File: config.mk
export PLATFORM = sky130hd
export DESIGN_NAME = adaptive_per_flow_rate_limiter_unit
export DESIGN_NICKNAME = d
export VERILOG_FILES = /design/src/rtl/core/afrl_pkg.sv /design/src/rtl/core/afrl_table.sv /design/src/rtl/core/afrl_update.sv /design/src/rtl/core/adaptive_per_flow_rate_limiter_unit.sv
export SDC_FILE = /design/constraint.sdc
export NUM_CORES = 2
export LEC_CHECK = 0
export ABC_AREA = 1
export BUFFER_PORTS_ARGS = -buffer_cell sky130_fd_sc_hd__buf_2
export CORE_UTILIZATION = 40
export DETAILED_ROUTE_END_ITERATION = 7
export HOLD_SLACK_MARGIN = 0.12
export SLEW_MARGIN = 30
export SYNTH_ARGS = -nofsm -noshare
export SYNTH_HDL_FRONTEND = slang
export SYNTH_SLANG_ARGS = --single-unit
File: constraint.sdc
create_clock -name i_clk -period 22.6 [get_ports i_clk]
set_clock_uncertainty 0.15 [all_clocks]
set_input_delay 4.52 -clock i_clk [delete_from_list [all_inputs] [get_ports i_clk]]
set_output_delay 4.52 -clock i_clk [all_outputs]
set_load 0.05 [all_outputs]
File: src/rtl/core/afrl_pkg.sv
package afrl_pkg;

    localparam int AFRL_FLOWS = 16;

    localparam int FLOW_W  = 4;
    localparam int TIME_W  = 32;
    localparam int DELAY_W = 16;
    localparam int CNT_W   = 4;
    localparam int STAT_W  = 10;
    localparam int CMD_W   = 2;
    localparam int CFG_IDX_W  = 2;
    localparam int CFG_DATA_W = 16;

    // command codes
    localparam logic [CMD_W-1:0] CMD_REQUEST  = 2'd0;
    localparam logic [CMD_W-1:0] CMD_RESPONSE = 2'd1;
    localparam logic [CMD_W-1:0] CMD_CRAWL    = 2'd2;

    // register indexes
    localparam logic [CFG_IDX_W-1:0] REG_DLY_CAP   = 2'd0;
    localparam logic [CFG_IDX_W-1:0] REG_BASE_MIN  = 2'd1;
    localparam logic [CFG_IDX_W-1:0] REG_ERR_LIMIT = 2'd2;

    localparam logic [DELAY_W-1:0] DLY_CAP_RST   = 16'd15360;
    localparam logic [DELAY_W-1:0] BASE_MIN_RST  = 16'd256;
    localparam logic [CNT_W-1:0]   ERR_LIMIT_RST = 4'd3;
    localparam logic [DELAY_W-1:0] DELAY_RST     = 16'd256;
    localparam logic [STAT_W-1:0]  ERROR_STATUS  = 10'd400;
    localparam logic [CNT_W-1:0]   CNT_MAX       = 4'd15;
    localparam logic [DELAY_W-1:0] WAIT_SAT      = 16'hFFFF;

    // reciprocal of five for 16 bit operands, shift of 18
    localparam logic [33:0] RECIP5 = 34'd52429;

    typedef struct packed {
        logic [CMD_W-1:0]   cmd;
        logic [FLOW_W-1:0]  flow;
        logic [TIME_W-1:0]  now;
        logic [DELAY_W-1:0] resp_time;
        logic [STAT_W-1:0]  resp_status;
        logic [DELAY_W-1:0] crawl_delay;
    } t_in_item;

    typedef struct packed {
        logic [DELAY_W-1:0] wait_time;
        logic [DELAY_W-1:0] delay_now;
        logic [FLOW_W-1:0]  flow_out;
    } t_out_item;

    typedef struct packed {
        logic [DELAY_W-1:0] delay;
        logic [DELAY_W-1:0] floor_dly;
        logic [CNT_W-1:0]   err_cnt;
        logic [TIME_W-1:0]  release_time;
    } t_tab_entry;

    typedef struct packed {
        logic [DELAY_W-1:0] dly_cap;
        logic [DELAY_W-1:0] base_floor;
        logic [CNT_W-1:0]   error_limit;
    } t_cfg;

endpackage

File: src/rtl/core/afrl_table.sv
module afrl_table import afrl_pkg::*; #(
    parameter int DEPTH = AFRL_FLOWS,
    parameter int IW    = 4
) (
    input  logic          i_clk,
    input  logic          i_rst_n,
    input  logic [IW-1:0] i_idx,
    input  logic          i_we,
    input  t_tab_entry    i_wr_entry,
    output t_tab_entry    o_rd_entry
);

    t_tab_entry r_tab [DEPTH];

    // read and write share the address of the item in the compute stage
    assign o_rd_entry = r_tab[i_idx];

    always_ff @(posedge i_clk) begin
        if (!i_rst_n) begin
            for (int i = 0; i < DEPTH; i++) begin
                r_tab[i].delay        <= DELAY_RST;
                r_tab[i].floor_dly    <= DELAY_RST;
                r_tab[i].err_cnt      <= '0;
                r_tab[i].release_time <= '0;
            end
        end else if (i_we) begin
            r_tab[i_idx] <= i_wr_entry;
        end
    end

endmodule

File: src/rtl/core/afrl_update.sv
module afrl_update import afrl_pkg::*; (
    input  t_in_item   i_item,
    input  t_tab_entry i_entry,
    input  t_cfg       i_cfg,
    output t_tab_entry o_entry,
    output t_out_item  o_result
);

    logic [DELAY_W-1:0] delay;
    logic [TIME_W-1:0]  rel;
    logic [TIME_W:0]    diff;
    logic [TIME_W-1:0]  ahead;
    logic [TIME_W:0]    ahead_sum;
    logic [TIME_W-1:0]  rel_plus;
    logic [DELAY_W-1:0] wait_q;
    logic [TIME_W-1:0]  rel_n;
    logic [CNT_W-1:0]   cnt_inc;
    logic [DELAY_W:0]   dbl;
    logic [DELAY_W+1:0] tri3;
    logic [DELAY_W:0]   half3;
    logic [DELAY_W:0]   rt2;
    logic [33:0]        prod;
    logic [DELAY_W-1:0] q5;
    logic [DELAY_W-1:0] r5_full;
    logic [2:0]         r5;
    logic [DELAY_W-1:0] four_fifth;
    logic [DELAY_W-1:0] mn;

    assign delay = i_entry.delay;
    assign rel   = i_entry.release_time;

    // request timing
    assign diff      = {1'b0, i_item.now} - {1'b0, rel};
    assign ahead     = rel - i_item.now;
    assign ahead_sum = {1'b0, ahead} + {17'b0, delay};
    assign rel_plus  = rel + {16'b0, delay};

    always_comb begin
        if (!diff[TIME_W]) begin
            if (diff[TIME_W-1:0] < {16'b0, delay}) begin
                wait_q = delay - diff[DELAY_W-1:0];
                rel_n  = rel_plus;
            end else begin
                wait_q = '0;
                rel_n  = i_item.now;
            end
        end else begin
            wait_q = (ahead_sum[TIME_W:DELAY_W] != '0) ? WAIT_SAT : ahead_sum[DELAY_W-1:0];
            rel_n  = rel_plus;
        end
    end

    // delay adaption terms
    assign cnt_inc = (i_entry.err_cnt < CNT_MAX) ? i_entry.err_cnt + 4'd1 : CNT_MAX;
    assign dbl     = {delay, 1'b0};
    assign tri3    = {1'b0, delay, 1'b0} + {2'b0, delay};
    assign half3   = tri3[DELAY_W+1:1];
    assign rt2     = {i_item.resp_time, 1'b0};

    // floor(4d/5) = 4*(d/5) + floor(4*(d%5)/5)
    assign prod       = {18'b0, delay} * RECIP5;
    assign q5         = prod[33:18];
    assign r5_full    = delay - ({q5[DELAY_W-3:0], 2'b00} + q5);
    assign r5         = r5_full[2:0];
    assign four_fifth = {q5[DELAY_W-3:0], 2'b00}
                      + ((r5 == 3'd0) ? 16'd0 : {13'b0, r5 - 3'd1});

    assign mn = (i_item.crawl_delay > i_cfg.base_floor) ? i_item.crawl_delay
                                                        : i_cfg.base_floor;

    always_comb begin
        o_entry = i_entry;
        o_result.wait_time = '0;
        case (i_item.cmd)
            CMD_REQUEST: begin
                o_entry.release_time = rel_n;
                o_result.wait_time   = wait_q;
            end
            CMD_RESPONSE: begin
                if (i_item.resp_status >= ERROR_STATUS) begin
                    if (cnt_inc >= i_cfg.error_limit) begin
                        o_entry.err_cnt = '0;
                        o_entry.delay   = (dbl < {1'b0, i_cfg.dly_cap}) ? dbl[DELAY_W-1:0]
                                                                        : i_cfg.dly_cap;
                    end else begin
                        o_entry.err_cnt = cnt_inc;
                    end
                end else begin
                    o_entry.err_cnt = '0;
                    if (i_item.resp_time > delay) begin
                        o_entry.delay = (half3 < {1'b0, i_cfg.dly_cap})
                                      ? half3[DELAY_W-1:0] : i_cfg.dly_cap;
                    end else if (rt2 < {1'b0, delay}) begin
                        o_entry.delay = (four_fifth > i_entry.floor_dly)
                                      ? four_fifth : i_entry.floor_dly;
                    end
                end
            end
            CMD_CRAWL: begin
                o_entry.floor_dly = mn;
                o_entry.delay     = (delay > mn) ? delay : mn;
            end
            default: begin
                // unused command leaves the entry alone
            end
        endcase
        o_result.delay_now = o_entry.delay;
        o_result.flow_out  = i_item.flow;
    end

endmodule

File: src/rtl/core/adaptive_per_flow_rate_limiter_unit.sv
// channel   dir   handshake                      payload
// in        in    i_in_valid / o_in_stall        i_in_data  (t_in_item)
// out       out   o_out_valid / i_out_stall      o_out_data (t_out_item)
// cfg       in    i_cfg_valid / o_cfg_ready      i_cfg_index, i_cfg_data
//
// one item per cycle while the output is not stalled; an item passes the input register,
// then the result register; input and result registers frame the update
// the flow table is flip-flops, cleared by the synchronous reset
// a stalled result holds in the result register while one more item waits in
// the input register; o_in_stall rises only when both are full
// configuration writes are always taken
module adaptive_per_flow_rate_limiter_unit import afrl_pkg::*; #(
    parameter int FLOWS = AFRL_FLOWS
) (
    input  logic                  i_clk,
    input  logic                  i_rst_n,
    input  logic                  i_in_valid,
    output logic                  o_in_stall,
    input  t_in_item              i_in_data,
    output logic                  o_out_valid,
    input  logic                  i_out_stall,
    output t_out_item             o_out_data,
    input  logic                  i_cfg_valid,
    output logic                  o_cfg_ready,
    input  logic [CFG_IDX_W-1:0]  i_cfg_index,
    input  logic [CFG_DATA_W-1:0] i_cfg_data
);

    // only sixteen flows are addressable by the flow field
    localparam int DEPTH = (FLOWS < 16) ? FLOWS : 16;
    localparam int IW    = (DEPTH > 1) ? $clog2(DEPTH) : 1;

    // configuration registers
    t_cfg r_cfg;

    assign o_cfg_ready = 1'b1;

    always_ff @(posedge i_clk) begin
        if (!i_rst_n) begin
            r_cfg.dly_cap     <= DLY_CAP_RST;
            r_cfg.base_floor  <= BASE_MIN_RST;
            r_cfg.error_limit <= ERR_LIMIT_RST;
        end else if (i_cfg_valid && o_cfg_ready) begin
            case (i_cfg_index)
                REG_DLY_CAP:   r_cfg.dly_cap     <= i_cfg_data;
                REG_BASE_MIN:  r_cfg.base_floor  <= i_cfg_data;
                REG_ERR_LIMIT: r_cfg.error_limit <= i_cfg_data[CNT_W-1:0];
                default: begin
                    // writes beyond the register list are dropped
                end
            endcase
        end
    end

    // input register
    logic     r_in_vld;
    t_in_item r_in;
    logic     r_out_vld;
    t_out_item r_out;
    logic     out_free;
    logic     adv;
    logic     in_xfer;

    assign out_free   = !r_out_vld || !i_out_stall;
    assign adv        = r_in_vld && out_free;
    assign o_in_stall = r_in_vld && !out_free;
    assign in_xfer    = i_in_valid && !o_in_stall;

    always_ff @(posedge i_clk) begin
        if (!i_rst_n) begin
            r_in_vld <= 1'b0;
        end else if (in_xfer) begin
            r_in_vld <= 1'b1;
        end else if (adv) begin
            r_in_vld <= 1'b0;
        end
    end

    always_ff @(posedge i_clk) begin
        if (in_xfer) begin
            r_in <= i_in_data;
        end
    end

    // flow index reduced modulo the flow count
    logic [IW-1:0] idx;

    always_comb begin
        idx = '0;
        for (int i = 0; i < 16; i++) begin
            if (r_in.flow == FLOW_W'(i)) begin
                idx = IW'(i % FLOWS);
            end
        end
    end

    // table read, update, write back on advance
    t_tab_entry rd_entry;
    t_tab_entry wr_entry;
    t_out_item  result;

    afrl_table #(
        .DEPTH (DEPTH),
        .IW    (IW)
    ) u_table (
        .i_clk      (i_clk),
        .i_rst_n    (i_rst_n),
        .i_idx      (idx),
        .i_we       (adv),
        .i_wr_entry (wr_entry),
        .o_rd_entry (rd_entry)
    );

    afrl_update u_update (
        .i_item   (r_in),
        .i_entry  (rd_entry),
        .i_cfg    (r_cfg),
        .o_entry  (wr_entry),
        .o_result (result)
    );

    // result register
    always_ff @(posedge i_clk) begin
        if (!i_rst_n) begin
            r_out_vld <= 1'b0;
        end else if (out_free) begin
            r_out_vld <= r_in_vld;
        end
    end

    always_ff @(posedge i_clk) begin
        if (adv) begin
            r_out <= result;
        end
    end

    assign o_out_valid = r_out_vld;
    assign o_out_data  = r_out;

    // checks
    a_stall_only_full: assert property (@(posedge i_clk) disable iff (!i_rst_n)
        o_in_stall |-> (r_in_vld && r_out_vld && i_out_stall))
        else $error("input stalled while a register is free");

    a_adv_gives_result: assert property (@(posedge i_clk) disable iff (!i_rst_n)
        adv |=> o_out_valid)
        else $error("advanced item did not reach the result register");

    a_flow_follows: assert property (@(posedge i_clk) disable iff (!i_rst_n)
        adv |=> (o_out_data.flow_out == $past(r_in.flow)))
        else $error("result flow does not match the item");

endmodule

==> metrics.cfg <==
[min_path]
whs_endpoint = r_cfg[6]$_SDFFE_PN0P_
hold_depth = 2
hp-start = r_cfg[6]$_SDFFE_PN0P_
hold_path_class = reg2reg

[synthesis]
yosys_warnings = 0
syn_avg_cell_area_um2 = 9.992
synthCells = 6932
ys_top_cells_by_count = edfxtp_1, nand2_1, nor2_1
synth_edf_count = 1200
synth.most_common_cell = edfxtp_1
yosys-top-cells-area = edfxtp_1, ha_1, a22oi_1
synth_area_mm2 = 0.06927
ys_seq_area_share_pct = 53.12
synthArstFlopShare_pct = 0
yosysTopAreaCellShare_pct = 52.02
yosysTopAreaCell = edfxtp_1
ys_seq_elements = 1238
synth_ff_type = edfxtp_1
synth_cell_types = 76
syn-num-nets = 7508

[run_status]
violations = design-rule violations
status = finished with violations

[sta]
hold_violations = 0
setup_violations = 0
setup-tns-final_ns = 0
max_slew_margin_pct = 29.57
report.final.slew_viol_count = 0
fin_crit_sh_pct = 64.72
fmax_mhz = 68.36
tightest_slew_ns = 1.045
timing.hold.ws_ns = 0.3379
setup_slack_ns = 7.972
finalCriticalPeriod_ns = 14.63
rsz0062_at_grt = false

[global_route]
grt_max_degree = 133
overflow = 0
antenna_found_initial = 0
grt_first_pass_wirelength_mm = 339.6
grt_util_all_layers_pct = 26.28
first_global_vias = 52085

[place]
dp_cells = 9044
place_area_mm2 = 0.07179
globalplace.congestion = 0.9250
place.detailed.hpwl_mm = 144.5
place_ws_ns = 7.934
port_buffers = 136

[clock_network]
cts_hold_buf = 0
cts_buffer_depth = 3
htreeDepth = 4
path_clk_slew_ns = 0.06
cts_tree = done
cts_root_buf = clkbuf_16
cts_setup_buffers = 0
cts_buffers = 132
clk_latency_ns = 0.79
cts_resized = 0
cts.sinks = 1238

[floorplan]
dieArea_mm2 = 0.1748
die_h_um = 418.1
core_area_mm2 = 0.1717
std_cell_rows = 152
start_util_pct = 40.33
fp.dieW_um = 418.1
ios = 142

[finish]
final_area_mm2 = 0.07597
area_growth_pct = 9.673
drive_above_1_share_pct = 9.165
final_util_pct = 44.24
regArea_mm2 = 0.03680
fin_nets = 7446
finalNonFillerCells = 9283
nFillCells = 16238
multiInputGateArea_mm2 = 0.02833

[worst_setup_path]
arrival_ns = 14.96
cp_common_cell = nand2_1
r2r-end = u_table.r_tab[2][55]$_SDFFCE_PN0P_
slowest_stage = nor2_4
reg2reg_depth = 61
timing.rr.start = r_in[75]$_DFFE_PP_
critPathKind = reg2reg
end_kind = flip-flop
required_ns = 22.93
crit_path_start_kind = flip-flop
critical-path-max-stage-delay_ns = 0.79
rrSetupSlack_ns = 7.97
cp_max_fo = 56

[pwr]
p_leak_nw = 29.82
p_total_mw = 9.210
power_density_mw_per_mm2 = 121.2
vdd.ir_drop.worst_mv = 0.4157

[detailed_routing]
wl_per_cell_um = 25.30
vias_per_cell = 5.769
drt_pass1_iterations = 8
drt-initial-drc-count = 6374
routed_wirelength_mm = 234.9
ant_nets = 0
dr_total_vias = 53549
route.detailed.drc = 1

[job]
cap_violations = 0

==> critical path, delay by kind of cell, from the launching register on <==
kind,cells,cell delay [ns]
AO/OA/AOI/OAI,11,1.98
buffers and inverters,14,3.03
AND/OR/NAND/NOR,23,3.83
flip-flops,1,0.67
XOR/XNOR,2,0.34
adder cells (fa/ha/maj),11,4.09
==> sequential cells by signal (all words and copies together) (netlist names) <==
signal	flops
o_out_data	36
o_out_valid	1
r_cfg	36
r_in	76
r_in_vld	1
u_table.r_tab	1088
==> cells in the final DEF (no fill, tap or decap), types with 8 or more instances in the layout <==
| cell type | synthesis | routed |
|---|---|---|
| o31ai_1 | 8 | 8 |
| nand2_1 | 1026 | 1008 |
| o21a_1 | 12 | 12 |
| nor2_4 | 11 | 14 |
| a22oi_2 | 11 | 11 |
| dfxtp_1 | 38 | 38 |
| o211ai_1 | 25 | 25 |
| edfxtp_1 | 1200 | 1200 |
| a22oi_1 | 532 | 532 |
| or2_2 | 43 | 43 |
| clkinv_2 | 0 | 21 |
| buf_4 | 32 | 89 |
| nand2_4 | 6 | 22 |
| nor2_2 | 16 | 14 |
| o21ai_0 | 197 | 196 |
| fa_1 | 96 | 96 |
| clkinv_1 | 7 | 35 |
| ha_1 | 377 | 377 |
| o21ai_2 | 23 | 30 |
| inv_1 | 586 | 568 |
| nor2_1 | 913 | 912 |
| nor3_1 | 27 | 27 |
| a31oi_1 | 23 | 22 |
| nand4_1 | 53 | 53 |
| buf_2 | 128 | 136 |
| nand3_1 | 108 | 108 |
| a211oi_1 | 11 | 11 |
| inv_4 | 0 | 17 |
| clkbuf_1 | 214 | 28 |
| o21ai_1 | 48 | 39 |
| xor2_1 | 125 | 125 |
| o21bai_1 | 20 | 20 |
| inv_2 | 18 | 18 |
| a21oi_1 | 778 | 777 |
| a21o_1 | 21 | 21 |
| xnor2_1 | 31 | 31 |
| clkbuf_16 | 0 | 133 |
| nand2_2 | 25 | 27 |
==> worst max path at each step <==
stage                  startpoint                                   to  cells past startpoint  slack (ns)
4_1_cts        r_in[75]$_DFFE_PP_  u_table.r_tab[12][55]$_SDFFCE_PN0P_                     59        7.94
3_5_place_dp   r_in[75]$_DFFE_PP_  u_table.r_tab[12][55]$_SDFFCE_PN0P_                     59        7.93
5_1_grt        r_in[75]$_DFFE_PP_   u_table.r_tab[3][55]$_SDFFCE_PN0P_                     61        7.17
2_1_floorplan  r_in[74]$_DFFE_PP_   u_table.r_tab[1][56]$_SDFFCE_PN0P_                     64       11.72
3_3_place_gp   r_in[75]$_DFFE_PP_              o_out_data[7]$_DFFE_PP_                     59        8.05
6_report       r_in[75]$_DFFE_PP_   u_table.r_tab[2][55]$_SDFFCE_PN0P_                     61        7.97
==> layout make-up <==
| class | count | area share, % |
|---|---|---|
| diodes | 1 | 0.003294 |
| inverters | 612 | 3.106 |
| multi-input cells | 4653 | 37.29 |
| clock buffers | 163 | 4.556 |
| well taps | 2310 | 3.805 |
| flip-flops and latches | 1238 | 48.44 |
| repair buffers | 233 | 1.934 |
| clock inverters | 73 | 0.8746 |
==> power by group <==
part,switching (mW),internal [mW],total (mW)
registers,0.0329,2.61,2.64
clock network,0.941,1.17,2.11
logic,3.01,1.45,4.46
total,3.99,5.22,9.21
==> cells by family (layout without fill, tap and decap cells) <==
logic type,after synthesis,in the layout,synth area share (%)
simple gates,2268,2268,13.50
compound gates,1754,1754,15.49
xor+xnor,157,157,1.996
other cells,1,2,0.005414
buf+inv,1041,1081,6.304
fa+ha+maj,473,473,9.584
flops,1238,1238,53.12
==> layer usage <==
| metal | vias up | track usage [%] | part of all wire [%] |
|---|---|---|---|
| li1 | 24137 | - | - |
| met1 | 26367 | 34.57 | 40 |
| met2 | 2599 | 44.10 | 48 |
| met3 | 446 | 4.257 | 8.8 |
| met4 | 0 | 8.425 | 3.2 |
| met5 | - | 0 | 0 |
Power figures use the tool's default switching activity.
